`config.mk`:
```
export PLATFORM = sky130hd
export DESIGN_NAME = complete_bst_level_order_unit
export DESIGN_NICKNAME = d
export VERILOG_FILES = /design/src/rtl/clbo_pkg.sv /design/src/rtl/complete_bst_level_order_unit.sv /design/src/rtl/clbo_fifo.sv /design/src/rtl/clbo_core.sv
export SDC_FILE = /design/constraint.sdc
export NUM_CORES = 2
export LEC_CHECK = 0
export BUFFER_PORTS_ARGS = -buffer_cell sky130_fd_sc_hd__buf_2
export CAP_MARGIN = 20
export CORE_MARGIN = 2
export CORE_UTILIZATION = 58
export DETAILED_ROUTE_END_ITERATION = 12
export PLACE_DENSITY = 0.79
export SLEW_MARGIN = 25
export SYNTH_ARGS = -nofsm -noshare
export SYNTH_HDL_FRONTEND = slang
export SYNTH_MEMORY_MAX_BITS = 65536
export SYNTH_SLANG_ARGS = --single-unit
```
`constraint.sdc`:
```
create_clock -name i_clk -period 17.2 [get_ports i_clk]
set_input_delay 3.44 -clock i_clk [delete_from_list [all_inputs] [get_ports i_clk]]
set_output_delay 3.44 -clock i_clk [all_outputs]
set_load 0.02 [all_outputs]
```
`src/rtl/clbo_pkg.sv`:
```
// shared types and constants for the level-order search tree unit
`timescale 1ns / 1ps
package clbo_pkg;

    localparam int unsigned MAX_KEYS_DEF = 64;
    localparam int unsigned KEY_W        = 32;

    // one queued input transaction
    typedef struct packed {
        logic signed [KEY_W-1:0] key;
        logic                    fin;
    } t_item;

    // back-end sequencer states
    typedef enum logic [3:0] {
        S_IDLE,
        S_INS_RD,
        S_INS_CMP,
        S_BLD_DOWN,
        S_BLD_RD,
        S_BLD_WR,
        S_BLD_UP,
        S_EMT_RD,
        S_EMT_PUSH
    } t_state;

endpackage

```
`src/rtl/complete_bst_level_order_unit.sv`:
```
// top level of the complete search tree level-order unit
`timescale 1ns / 1ps
// Keys enter through a two-entry queue and are sorted into a store one at a
// time: an insert reads and compares each stored key it moves past, one at a
// time through the single read port of the key store. After the key flagged
// final, the keys are placed by an in-order walk of the heap slots and then
// emitted in level order, one result at a time as pop takes them. The next
// batch's keys queue meanwhile.
module complete_bst_level_order_unit
    import clbo_pkg::*;
#(
    parameter int unsigned MAX_KEYS = MAX_KEYS_DEF
) (
    input  logic                    i_clk,
    input  logic                    i_rst_n,
    input  logic                    push,
    output logic                    full,
    input  logic signed [KEY_W-1:0] i_key_in,
    input  logic                    i_final_key,
    output logic                    empty,
    input  logic                    pop,
    output logic signed [KEY_W-1:0] o_key_out,
    output logic                    o_last_out,
    output logic                    o_overflowed
);

    t_item w_in_item;
    t_item w_q_item;
    logic  w_q_vld;
    logic  w_take;

    assign w_in_item.key = i_key_in;
    assign w_in_item.fin = i_final_key;

    // front: input transaction queue
    clbo_fifo u_fifo (
        .i_clk   (i_clk),
        .i_rst_n (i_rst_n),
        .i_wr    (push),
        .i_wdata (w_in_item),
        .o_full  (full),
        .i_rd    (w_take),
        .o_rdata (w_q_item),
        .o_vld   (w_q_vld)
    );

    // back: sort, place and emit
    clbo_core #(
        .MAX_KEYS (MAX_KEYS)
    ) u_core (
        .i_clk        (i_clk),
        .i_rst_n      (i_rst_n),
        .i_vld        (w_q_vld),
        .i_item       (w_q_item),
        .o_take       (w_take),
        .o_empty      (empty),
        .i_pop        (pop),
        .o_key_out    (o_key_out),
        .o_last_out   (o_last_out),
        .o_overflowed (o_overflowed)
    );

endmodule

```
`src/rtl/clbo_fifo.sv`:
```
// two-entry input queue between the front and the back part
`timescale 1ns / 1ps
module clbo_fifo
    import clbo_pkg::*;
(
    input  logic  i_clk,
    input  logic  i_rst_n,
    input  logic  i_wr,
    input  t_item i_wdata,
    output logic  o_full,
    input  logic  i_rd,
    output t_item o_rdata,
    output logic  o_vld
);

    t_item       r_mem [2];
    logic        r_wp;
    logic        r_rp;
    logic [1:0]  r_cnt;
    logic        w_wr;
    logic        w_rd;

    assign o_full  = (r_cnt == 2'd2);
    assign o_vld   = (r_cnt != 2'd0);
    assign o_rdata = r_mem[r_rp];
    assign w_wr    = i_wr && !o_full;
    assign w_rd    = i_rd && o_vld;

    // pointers and fill count
    always_ff @(posedge i_clk) begin
        if (!i_rst_n) begin
            r_wp  <= 1'b0;
            r_rp  <= 1'b0;
            r_cnt <= 2'd0;
        end else begin
            if (w_wr) r_wp <= ~r_wp;
            if (w_rd) r_rp <= ~r_rp;
            r_cnt <= r_cnt + {1'b0, w_wr} - {1'b0, w_rd};
        end
    end

    // entry storage
    always_ff @(posedge i_clk) begin
        if (w_wr) r_mem[r_wp] <= i_wdata;
    end

endmodule

```
`src/rtl/clbo_core.sv`:
```
// back part: sorted insert, in-order tree placement and level-order emission
`timescale 1ns / 1ps
module clbo_core
    import clbo_pkg::*;
#(
    parameter int unsigned MAX_KEYS = MAX_KEYS_DEF
) (
    input  logic                    i_clk,
    input  logic                    i_rst_n,
    input  logic                    i_vld,
    input  t_item                   i_item,
    output logic                    o_take,
    output logic                    o_empty,
    input  logic                    i_pop,
    output logic signed [KEY_W-1:0] o_key_out,
    output logic                    o_last_out,
    output logic                    o_overflowed
);

    localparam int unsigned AW = (MAX_KEYS > 1) ? $clog2(MAX_KEYS) : 1;
    localparam int unsigned CW = $clog2(MAX_KEYS + 1);
    localparam logic [CW-1:0] C_MAX = CW'(MAX_KEYS);
    localparam logic [CW-1:0] C_ONE = CW'(1);

    t_state r_state, n_state;

    logic signed [KEY_W-1:0] r_key, n_key;
    logic                    r_fin, n_fin;
    logic [CW-1:0]           r_count, n_count;
    logic                    r_drop, n_drop;
    logic [CW-1:0]           r_j, n_j;
    logic [CW-1:0]           r_slot, n_slot;
    logic [CW-1:0]           r_pos, n_pos;
    logic [CW-1:0]           r_s, n_s;
    logic                    r_out_vld, n_out_vld;
    logic signed [KEY_W-1:0] r_out_key, n_out_key;
    logic                    r_out_last, n_out_last;
    logic                    r_out_ovf, n_out_ovf;

    // memory ports
    logic signed [KEY_W-1:0] r_store [MAX_KEYS];
    logic signed [KEY_W-1:0] r_tree  [MAX_KEYS];
    logic signed [KEY_W-1:0] r_st_rd;
    logic signed [KEY_W-1:0] r_tr_rd;
    logic [AW-1:0]           w_st_ra, w_st_wa, w_tr_ra, w_tr_wa;
    logic                    w_st_we, w_tr_we;
    logic signed [KEY_W-1:0] w_st_wd;

    logic [CW:0]             w_left;
    logic [CW:0]             w_right;
    logic [CW:0]             w_n;
    logic                    w_cmp_gt;
    logic                    w_pos_end;
    logic                    w_s_last;

    assign w_left    = {r_slot, 1'b0};
    assign w_right   = {r_slot, 1'b1};
    assign w_n       = {1'b0, r_count};
    assign w_cmp_gt  = (r_st_rd > r_key);
    assign w_pos_end = ((r_pos + C_ONE) == r_count);
    assign w_s_last  = (r_s == r_count);

    assign o_empty      = !r_out_vld;
    assign o_key_out    = r_out_key;
    assign o_last_out   = r_out_last;
    assign o_overflowed = r_out_ovf;

    // next state
    always_comb begin
        n_state = r_state;
        unique case (r_state)
            S_IDLE: begin
                if (i_vld) begin
                    if (r_count == C_MAX) n_state = i_item.fin ? S_BLD_DOWN : S_IDLE;
                    else                  n_state = S_INS_RD;
                end
            end
            S_INS_RD: begin
                if (r_j == '0) n_state = r_fin ? S_BLD_DOWN : S_IDLE;
                else           n_state = S_INS_CMP;
            end
            S_INS_CMP: begin
                if (w_cmp_gt)   n_state = S_INS_RD;
                else if (r_fin) n_state = S_BLD_DOWN;
                else            n_state = S_IDLE;
            end
            S_BLD_DOWN: begin
                if (w_left > w_n) n_state = S_BLD_RD;
            end
            S_BLD_RD: n_state = S_BLD_WR;
            S_BLD_WR: begin
                if (w_pos_end)         n_state = S_EMT_RD;
                else if (w_right <= w_n) n_state = S_BLD_DOWN;
                else                   n_state = S_BLD_UP;
            end
            S_BLD_UP: begin
                if (!r_slot[0]) n_state = S_BLD_RD;
            end
            S_EMT_RD: begin
                if (!r_out_vld) n_state = S_EMT_PUSH;
            end
            S_EMT_PUSH: n_state = w_s_last ? S_IDLE : S_EMT_RD;
            default:    n_state = S_IDLE;
        endcase
    end

    // datapath and memory controls
    always_comb begin
        n_key      = r_key;
        n_fin      = r_fin;
        n_count    = r_count;
        n_drop     = r_drop;
        n_j        = r_j;
        n_slot     = r_slot;
        n_pos      = r_pos;
        n_s        = r_s;
        n_out_vld  = r_out_vld && !i_pop;
        n_out_key  = r_out_key;
        n_out_last = r_out_last;
        n_out_ovf  = r_out_ovf;
        o_take     = 1'b0;
        w_st_ra    = r_j[AW-1:0] - AW'(1);
        w_st_wa    = r_j[AW-1:0];
        w_st_we    = 1'b0;
        w_st_wd    = r_key;
        w_tr_ra    = r_s[AW-1:0] - AW'(1);
        w_tr_wa    = r_slot[AW-1:0] - AW'(1);
        w_tr_we    = 1'b0;
        unique case (r_state)
            S_IDLE: begin
                if (i_vld) begin
                    o_take = 1'b1;
                    n_key  = i_item.key;
                    n_fin  = i_item.fin;
                    n_j    = r_count;
                    n_slot = C_ONE;
                    n_pos  = '0;
                    if (r_count == C_MAX) n_drop = 1'b1;
                end
            end
            S_INS_RD: begin
                if (r_j == '0) begin
                    w_st_we = 1'b1;
                    n_count = r_count + C_ONE;
                end
            end
            S_INS_CMP: begin
                w_st_we = 1'b1;
                if (w_cmp_gt) begin
                    w_st_wd = r_st_rd;
                    n_j     = r_j - C_ONE;
                end else begin
                    n_count = r_count + C_ONE;
                end
            end
            S_BLD_DOWN: begin
                if (w_left <= w_n) n_slot = w_left[CW-1:0];
            end
            S_BLD_RD: w_st_ra = r_pos[AW-1:0];
            S_BLD_WR: begin
                w_tr_we = 1'b1;
                n_pos   = r_pos + C_ONE;
                n_s     = C_ONE;
                if (w_right <= w_n) n_slot = w_right[CW-1:0];
            end
            S_BLD_UP: n_slot = r_slot >> 1;
            S_EMT_RD: ;
            S_EMT_PUSH: begin
                n_out_vld  = 1'b1;
                n_out_key  = r_tr_rd;
                n_out_last = w_s_last;
                n_out_ovf  = r_drop;
                n_s        = r_s + C_ONE;
                if (w_s_last) begin
                    n_count = '0;
                    n_drop  = 1'b0;
                end
            end
            default: ;
        endcase
    end

    // control registers
    always_ff @(posedge i_clk) begin
        if (!i_rst_n) begin
            r_state   <= S_IDLE;
            r_count   <= '0;
            r_drop    <= 1'b0;
            r_out_vld <= 1'b0;
        end else begin
            r_state   <= n_state;
            r_count   <= n_count;
            r_drop    <= n_drop;
            r_out_vld <= n_out_vld;
        end
    end

    // payload registers
    always_ff @(posedge i_clk) begin
        r_key      <= n_key;
        r_fin      <= n_fin;
        r_j        <= n_j;
        r_slot     <= n_slot;
        r_pos      <= n_pos;
        r_s        <= n_s;
        r_out_key  <= n_out_key;
        r_out_last <= n_out_last;
        r_out_ovf  <= n_out_ovf;
    end

    // sorted key store
    always_ff @(posedge i_clk) begin
        if (w_st_we) r_store[w_st_wa] <= w_st_wd;
        r_st_rd <= r_store[w_st_ra];
    end

    // tree store, indexed by heap slot
    always_ff @(posedge i_clk) begin
        if (w_tr_we) r_tree[w_tr_wa] <= r_st_rd;
        r_tr_rd <= r_tree[w_tr_ra];
    end

`ifndef SYNTHESIS
    a_count_range: assert property (@(posedge i_clk) disable iff (!i_rst_n)
        r_count <= C_MAX) else $error("key count beyond capacity");
    a_push_free: assert property (@(posedge i_clk) disable iff (!i_rst_n)
        r_state == S_EMT_PUSH |-> !r_out_vld) else $error("result register overrun");
    a_run_end: assert property (@(posedge i_clk) disable iff (!i_rst_n)
        (r_state == S_EMT_PUSH && w_s_last) |=> (r_state == S_IDLE && r_count == '0))
        else $error("batch not cleared after last result");
    a_take_idle: assert property (@(posedge i_clk) disable iff (!i_rst_n)
        o_take |-> r_state == S_IDLE) else $error("item taken while busy");
`endif

endmodule

```
# --- Word level (Yosys, flattened, before mapping) ---
# Memories as Yosys holds them, arrays and structs flattened. A register that Yosys moved wholly into a read port is not among the register bits.
# Index checks and enable logic that the tools add are counted.
totals:
  reg_bits: 112
  latchBits: 0
  mem_bits_rw: 4162
  mem_bits_ro: 0
  input_bits: 37
  output_inout_bits: 36
  elab_cells: 127
  memories: 3
memory_table:
  columns: ["memory", "depth", "width", "rd", "rd_ports_with_merged_regs", "write_ports", "line", "rtl"]
  rows:
  - ["u_core.r_store", 64, 32, 1, 1, 1, "clbo_core.sv:41", "logic signed [KEY_W-1:0] r_store [MAX_KEYS];"]
  - ["u_core.r_tree", 64, 32, 1, 1, 1, "clbo_core.sv:42", "logic signed [KEY_W-1:0] r_tree [MAX_KEYS];"]
  - ["u_fifo.r_mem", 2, 33, 1, 1, 1, "clbo_fifo.sv:16", "t_item r_mem [2];"]
classes:
  addsub: 9
  n_mul: 0
  div_mod_pow: 0
  order_cmp: 4
  n_eq_ne: 23
  shifts: 0
  muxes: 48
  n_bitwise: 2
  n_reduce_logical: 22
ops:
  columns: ["cell", "n"]
  rows:
  - ["32-bit two-way mux", 2]
  - ["7-bit two-way mux", 9]
  - ["7-bit case mux with 2 select lines", 3]
  - ["4-bit case mux with 9 select lines", 1]
  - ["32-bit greater-than comparator", 1]
  - ["4-bit two-way mux", 8]
  - ["7-bit case mux with 4 select lines", 1]
  - ["7-bit by 1-bit adder with 7-bit output (second input constant)", 3]
  - ["7-bit case mux with 3 select lines", 1]
  - ["6-bit by 1-bit subtractor with 6-bit output (second input constant)", 3]
  - ["4-bit by 3-bit == test with 1-bit output (second input constant)", 4]
  - ["8-bit by 7-bit less-or-equal comparator with 1-bit output", 2]
  - ["1-bit two-way mux", 16]
  - ["4-bit AND reduction", 4]
  - ["7-bit == test", 2]
  - ["2-bit by 1-bit inequality test with 1-bit output (second input constant)", 7]
  - ["2-bit nonzero test", 5]
  - ["4-bit by 2-bit == test with 1-bit output (second input constant)", 2]
  - ["8-bit by 7-bit greater-than comparator with 1-bit output", 1]
  - ["2-bit inequality test (second input constant)", 4]
  - ["7-bit == test (second input constant)", 1]
  - ["7-bit logical NOT", 1]
  - ["7-bit by 1-bit subtractor with 7-bit output (second input constant)", 1]
  - ["3-bit two-way mux", 2]
  - ["16 further kinds", 24]

# --- Depth between registers and ports, before layout ---
depth:
  ltp_word: 6
  depth_mapped: 13

# --- Hierarchy ---
# A second synthesis with hierarchy kept.
unflattened:
  hier_cells: 7493
  area_unflattened_um2: 166179.4
modules_own_cells:
  columns: ["mod", "instances", "cells_per_inst", "area_per_inst_um2", "seq_area_each_um2"]
  rows:
  - ["clbo_core", 1, 7363, 163405.5, 127392.2]
  - ["clbo_fifo", 1, 130, 2773.9, 2082.0]

# --- Least setup slack after synthesis ---
# OpenSTA, ideal clock, no wires.
synth_timing:
  kind: "register -> register"
  start: "reg u_core.r_st_rd[9], read port of u_core.r_store"
  end: "mem u_core.r_store[0][31] (data pin)"
  setup_time_ps: 702
  t_arrival_ps: 5535
  required_time_ps: 16498
  slack_ps: 10963
  path_stages_with_launch: 11
  path_buffers: 2
  path_cell_list: "dfxtp_1 > ha_1 > a41oi_1 > o21ai_0 > a221oi_1 > o211ai_1 > a21oi_1 > mux2i_1 > clkbuf_1 > buf_1 > o21ai_0"
synth_between:
  elab_chain_len: 3
synth_lines:
  columns: ["item", "line", "rtl"]
  rows:
  - ["start, declared", "clbo_core.sv:43", "logic signed [KEY_W-1:0] r_st_rd;"]
  - ["32-bit greater-than comparator", "clbo_core.sv:59", "assign w_cmp_gt = (r_st_rd > r_key);"]
  - ["32-bit two-way mux", "clbo_core.sv:149", "if (w_cmp_gt) begin"]
  - ["32-bit two-way mux", "clbo_core.sv:129", "unique case (r_state)"]
  - ["net u_core.w_st_wd[31]", "clbo_core.sv:47", "logic signed [KEY_W-1:0] w_st_wd;"]
  - ["end, declared", "clbo_core.sv:41", null]
# The timed path passes the listed nets, and every way through them passes these cells.

# --- Worst setup path after layout ---
layout_timing:
  start: "reg u_core.r_state[3]"
  end: "reg u_core.r_st_rd[23], read port of u_core.r_store"
layout_between:
  elab_chain_len: 2
layout_lines:
  columns: ["item", "line", "rtl"]
  rows:
  - ["start, declared", "clbo_core.sv:25", "t_state r_state, n_state;"]
  - ["start signal, assigned", "clbo_core.sv:191", "r_state <= n_state;"]
  - ["4-bit by 3-bit == test with 1-bit output", "clbo_core.sv:129", null]
  - ["6-bit two-way mux", "clbo_core.sv:129", null]
# Every way passes these cells.
# A chain may end at the register's enable or synchronous reset.

==> results_dict.tcl <==
set metrics [dict create \
    syn_inst 9731 \
    grt_max_degree 171 \
    p_per_area_nw_per_um2 172 \
    htree_levels 5 \
    yosys.area_share.simple_pct 8.20 \
    worst_pin_slew_ns 1.18 \
    insertion_delay_ns 0.95 \
    ioPinCount 73 \
    hp-class "flip-flop to flip-flop" \
    synth_edf_count 4257 \
    synth_warnings 0 \
    synth_mux_area_share_pct 9.55 \
    fin_hold_ws_ns 0.405 \
    syn_to_final_growth_pct 12.0 \
    cts_setup_buffers 0 \
    hpwl_um 246000 \
    arrival_ns 7.65 \
    place_congestion 0.890 \
    vdd_ir_drop_max_v 0.000296 \
    cp.required_ns 18.07 \
    drtIter0Drc 18400 \
    io_buffers 72 \
    cts_max_path_buffers 4 \
    path_clk_slew_ns 0.06 \
    setup_viol 0 \
    synth.cell_area_um2 168000 \
    vias_per_cell 7.12 \
    wl_per_cell_um 36.2 \
    hold_viol 0 \
    synth_seq_cells 4339 \
    rsz0062_at_grt "no" \
    cts-resized-gates 0 \
    num_rows 197 \
    nets 9982 \
    core-area_um2 288000 \
    leakage_nw 60.8 \
    avgSynthCellArea_um2 17.3 \
    cap_violations 0 \
    grt_pass1_vias 97600 \
    antenna_found_initial 31 \
    grt_pass1_wl_um 713000 \
    yosysUniqueCellTypes 57 \
    hold_buffers 0 \
    synth_top_family_by_area "multiplexers" \
    synth_compound_area_share_pct 2.99 \
    layout-drive-gt1-share_pct 19.0 \
    synth-xor-area-share_pct 0.198 \
    cts_tree "done" \
    crit_fanout 95 \
    cts_sinks 4339 \
    max_slew_margin_pct 21.1 \
    cts-root-buf "clkbuf_16" \
    async_flop_share_pct 0 \
    drc 0 \
    period_needed_ns 6.79 \
    end_kind "flip-flop" \
    ys_seq_area_share_pct 77.0 \
    critPathLaunchType "flip-flop" \
    fp.dieH_um 543 \
    wirelength_um 510000 \
    status "completed" \
    cts_inserted_buffers 407 \
    critPathKind "flip-flop to flip-flop" \
    grt_use_total_pct 34.3 \
    skew_ns 0.0543 \
    synth_adder_area_share_pct 0.357 \
    vias 100000 \
    chipWidth_um 543 \
    die_area_um2 294000 \
    n_fill_cell 17700 \
    synth_nets 9816 \
    initial_utilization_pct 58.3 \
    ys.flop_type "edfxtp_1" \
    period_share_pct 39.4 \
    fmaxAchievable_mhz 147 \
    slew_violations 0 \
    tns_ns 0 \
    drtAntennaViolNets 0 \
    dr.pass1.iters 8 \
    grt_overflow 0 \
]
==> critical path: stages (launching register included) <==
cell and delay, ns:
dfxtp_1 0.82, or4b_1 0.84, mux2_8 0.77, buf_4 0.62
buf_4 0.65, buf_4 0.65, buf_4 0.69, nand2_1 0.12
and3_1 0.19, a311oi_1 0.28, a311oi_1 0.11, nor3_1 0.58
or4_1 0.21
==> cells by family (layout without fill, tap and decap cells) <==
kind of cell | Yosys count | after routing
AOI/OAI and AO/OA | 679 | 679
xor gates and xnor gates | 38 | 38
adders and majority gates | 48 | 48
buffers and inverters | 664 | 1178
DFF | 4339 | 4339
muxes | 744 | 744
other | 0 | 52
and+or+nand+nor | 3219 | 3219
==> stage by stage <==
step / instances / setup WS, ns / cell area (um2) / total power (W) / utilization, %
2_1_floorplan: 9731 / 10.96 / 168000 / 0.0195 / -
3_3_place_gp: 13300 / 10.87 / 174000 / 0.0225 / 60.5
3_5_place_dp: 13300 / 10.63 / 175000 / 0.0229 / 60.6
4_1_cts: 14000 / 10.60 / 188000 / 0.0320 / 65.2
5_1_grt: 14100 / 10.16 / 188000 / 0.0332 / 65.3
6_report: 14100 / 10.42 / 188000 / 0.0325 / 65.3
==> sequential cells by signal, indices dropped and copies added (netlist names), 32 cells and up, named ones only <==
register	cells
u_core.o_key_out	32
u_core.r_key	32
u_core.r_st_rd	32
u_core.r_store	2048
u_core.r_tr_rd	32
u_core.r_tree	2048
u_fifo.r_mem	66
==> power breakdown <==
group          internal, W  switching [W]  total, W
registers           0.0134       0.000466    0.0139
clock network      0.00515        0.00404   0.00919
logic              0.00235        0.00708   0.00943
==> cells in the mapped netlist, types with 54 or more instances <==
cell	count	area, um2
edfxtp_1	4257	128000
nand2_1	2053	7710
mux4_2	685	15400
nand3_1	555	2780
clkbuf_1	365	1370
a311oi_1	309	2710
and3_1	233	1460
nor2_1	189	709
a31oi_1	152	951
buf_2	134	671
nor3_1	85	425
dfxtp_1	82	1640
buf_1	67	251
inv_1	60	225
o22ai_1	57	357
o21ai_0	54	270
==> layout by cell type, fill, tap and decap left out, drive strengths merged, types with 4 or more instances in the layout <==
cell,synthesis,routed
diode,0,52
or4,37,37
nand3b,5,5
o211ai,5,5
xnor2,21,21
a22oi,4,4
and3,233,233
nor3,85,85
mux4,685,685
bufinv,0,40
nor4,4,4
and2,11,11
a21oi,44,44
o31ai,5,5
or2,4,4
o2111ai,11,11
or3,8,8
dfxtp,82,82
clkinv,0,177
o22ai,57,57
clkinvlp,0,16
mux2,35,35
clkbuf,365,513
o21ai,55,55
xor2,17,17
nand2b,11,11
edfxtp,4257,4257
a31oi,152,152
a32oi,17,17
ha,48,48
o21a,5,5
inv,60,71
a311oi,309,309
mux2i,24,24
buf,239,361
nand4,13,13
nor2,190,190
nand2,2053,2053
nand3,555,555
==> metal layers <==
layer / global-route usage, % / wire length [um] / vias up
met4: 25.0 / 45800 / 16
met2: 53.7 / 238000 / 9793
li1: - / - / 38500
met1: 41.8 / 157000 / 49700
met3: 8.70 / 69000 / 2285
met5: 0 / 109 / -
==> worst paths after layout <==
| kind | from | end | slack, ns | cells past startpoint |
|---|---|---|---|---|
| max | u_core.r_state[3] | u_core.r_st_rd[23] | 10.42 | 12 |
| min reg2reg | u_core.r_tr_rd[3] | u_core.o_key_out[3] | 0.41 | 0 |
| max reg2reg | u_core.r_state[3] | u_core.r_st_rd[23] | 10.42 | 12 |
| min | u_core.r_tr_rd[3] | u_core.o_key_out[3] | 0.41 | 0 |
==> final cells by class <==
type / count / area (um2) / share of cell area (%)
Clock buffer: 513 / 11000 / 5.85
Sequential cell: 4339 / 130000 / 68.8
Multi-Input combinational cell: 4728 / 37500 / 19.9
Antenna cell: 52 / 130 / 0.0691
Clock inverter: 244 / 2370 / 1.26
Tap cell: 3781 / 4730 / 2.51
Timing Repair Buffer: 361 / 2890 / 1.53
Inverter: 60 / 225 / 0.120
(Power assumes the default switching activity.)
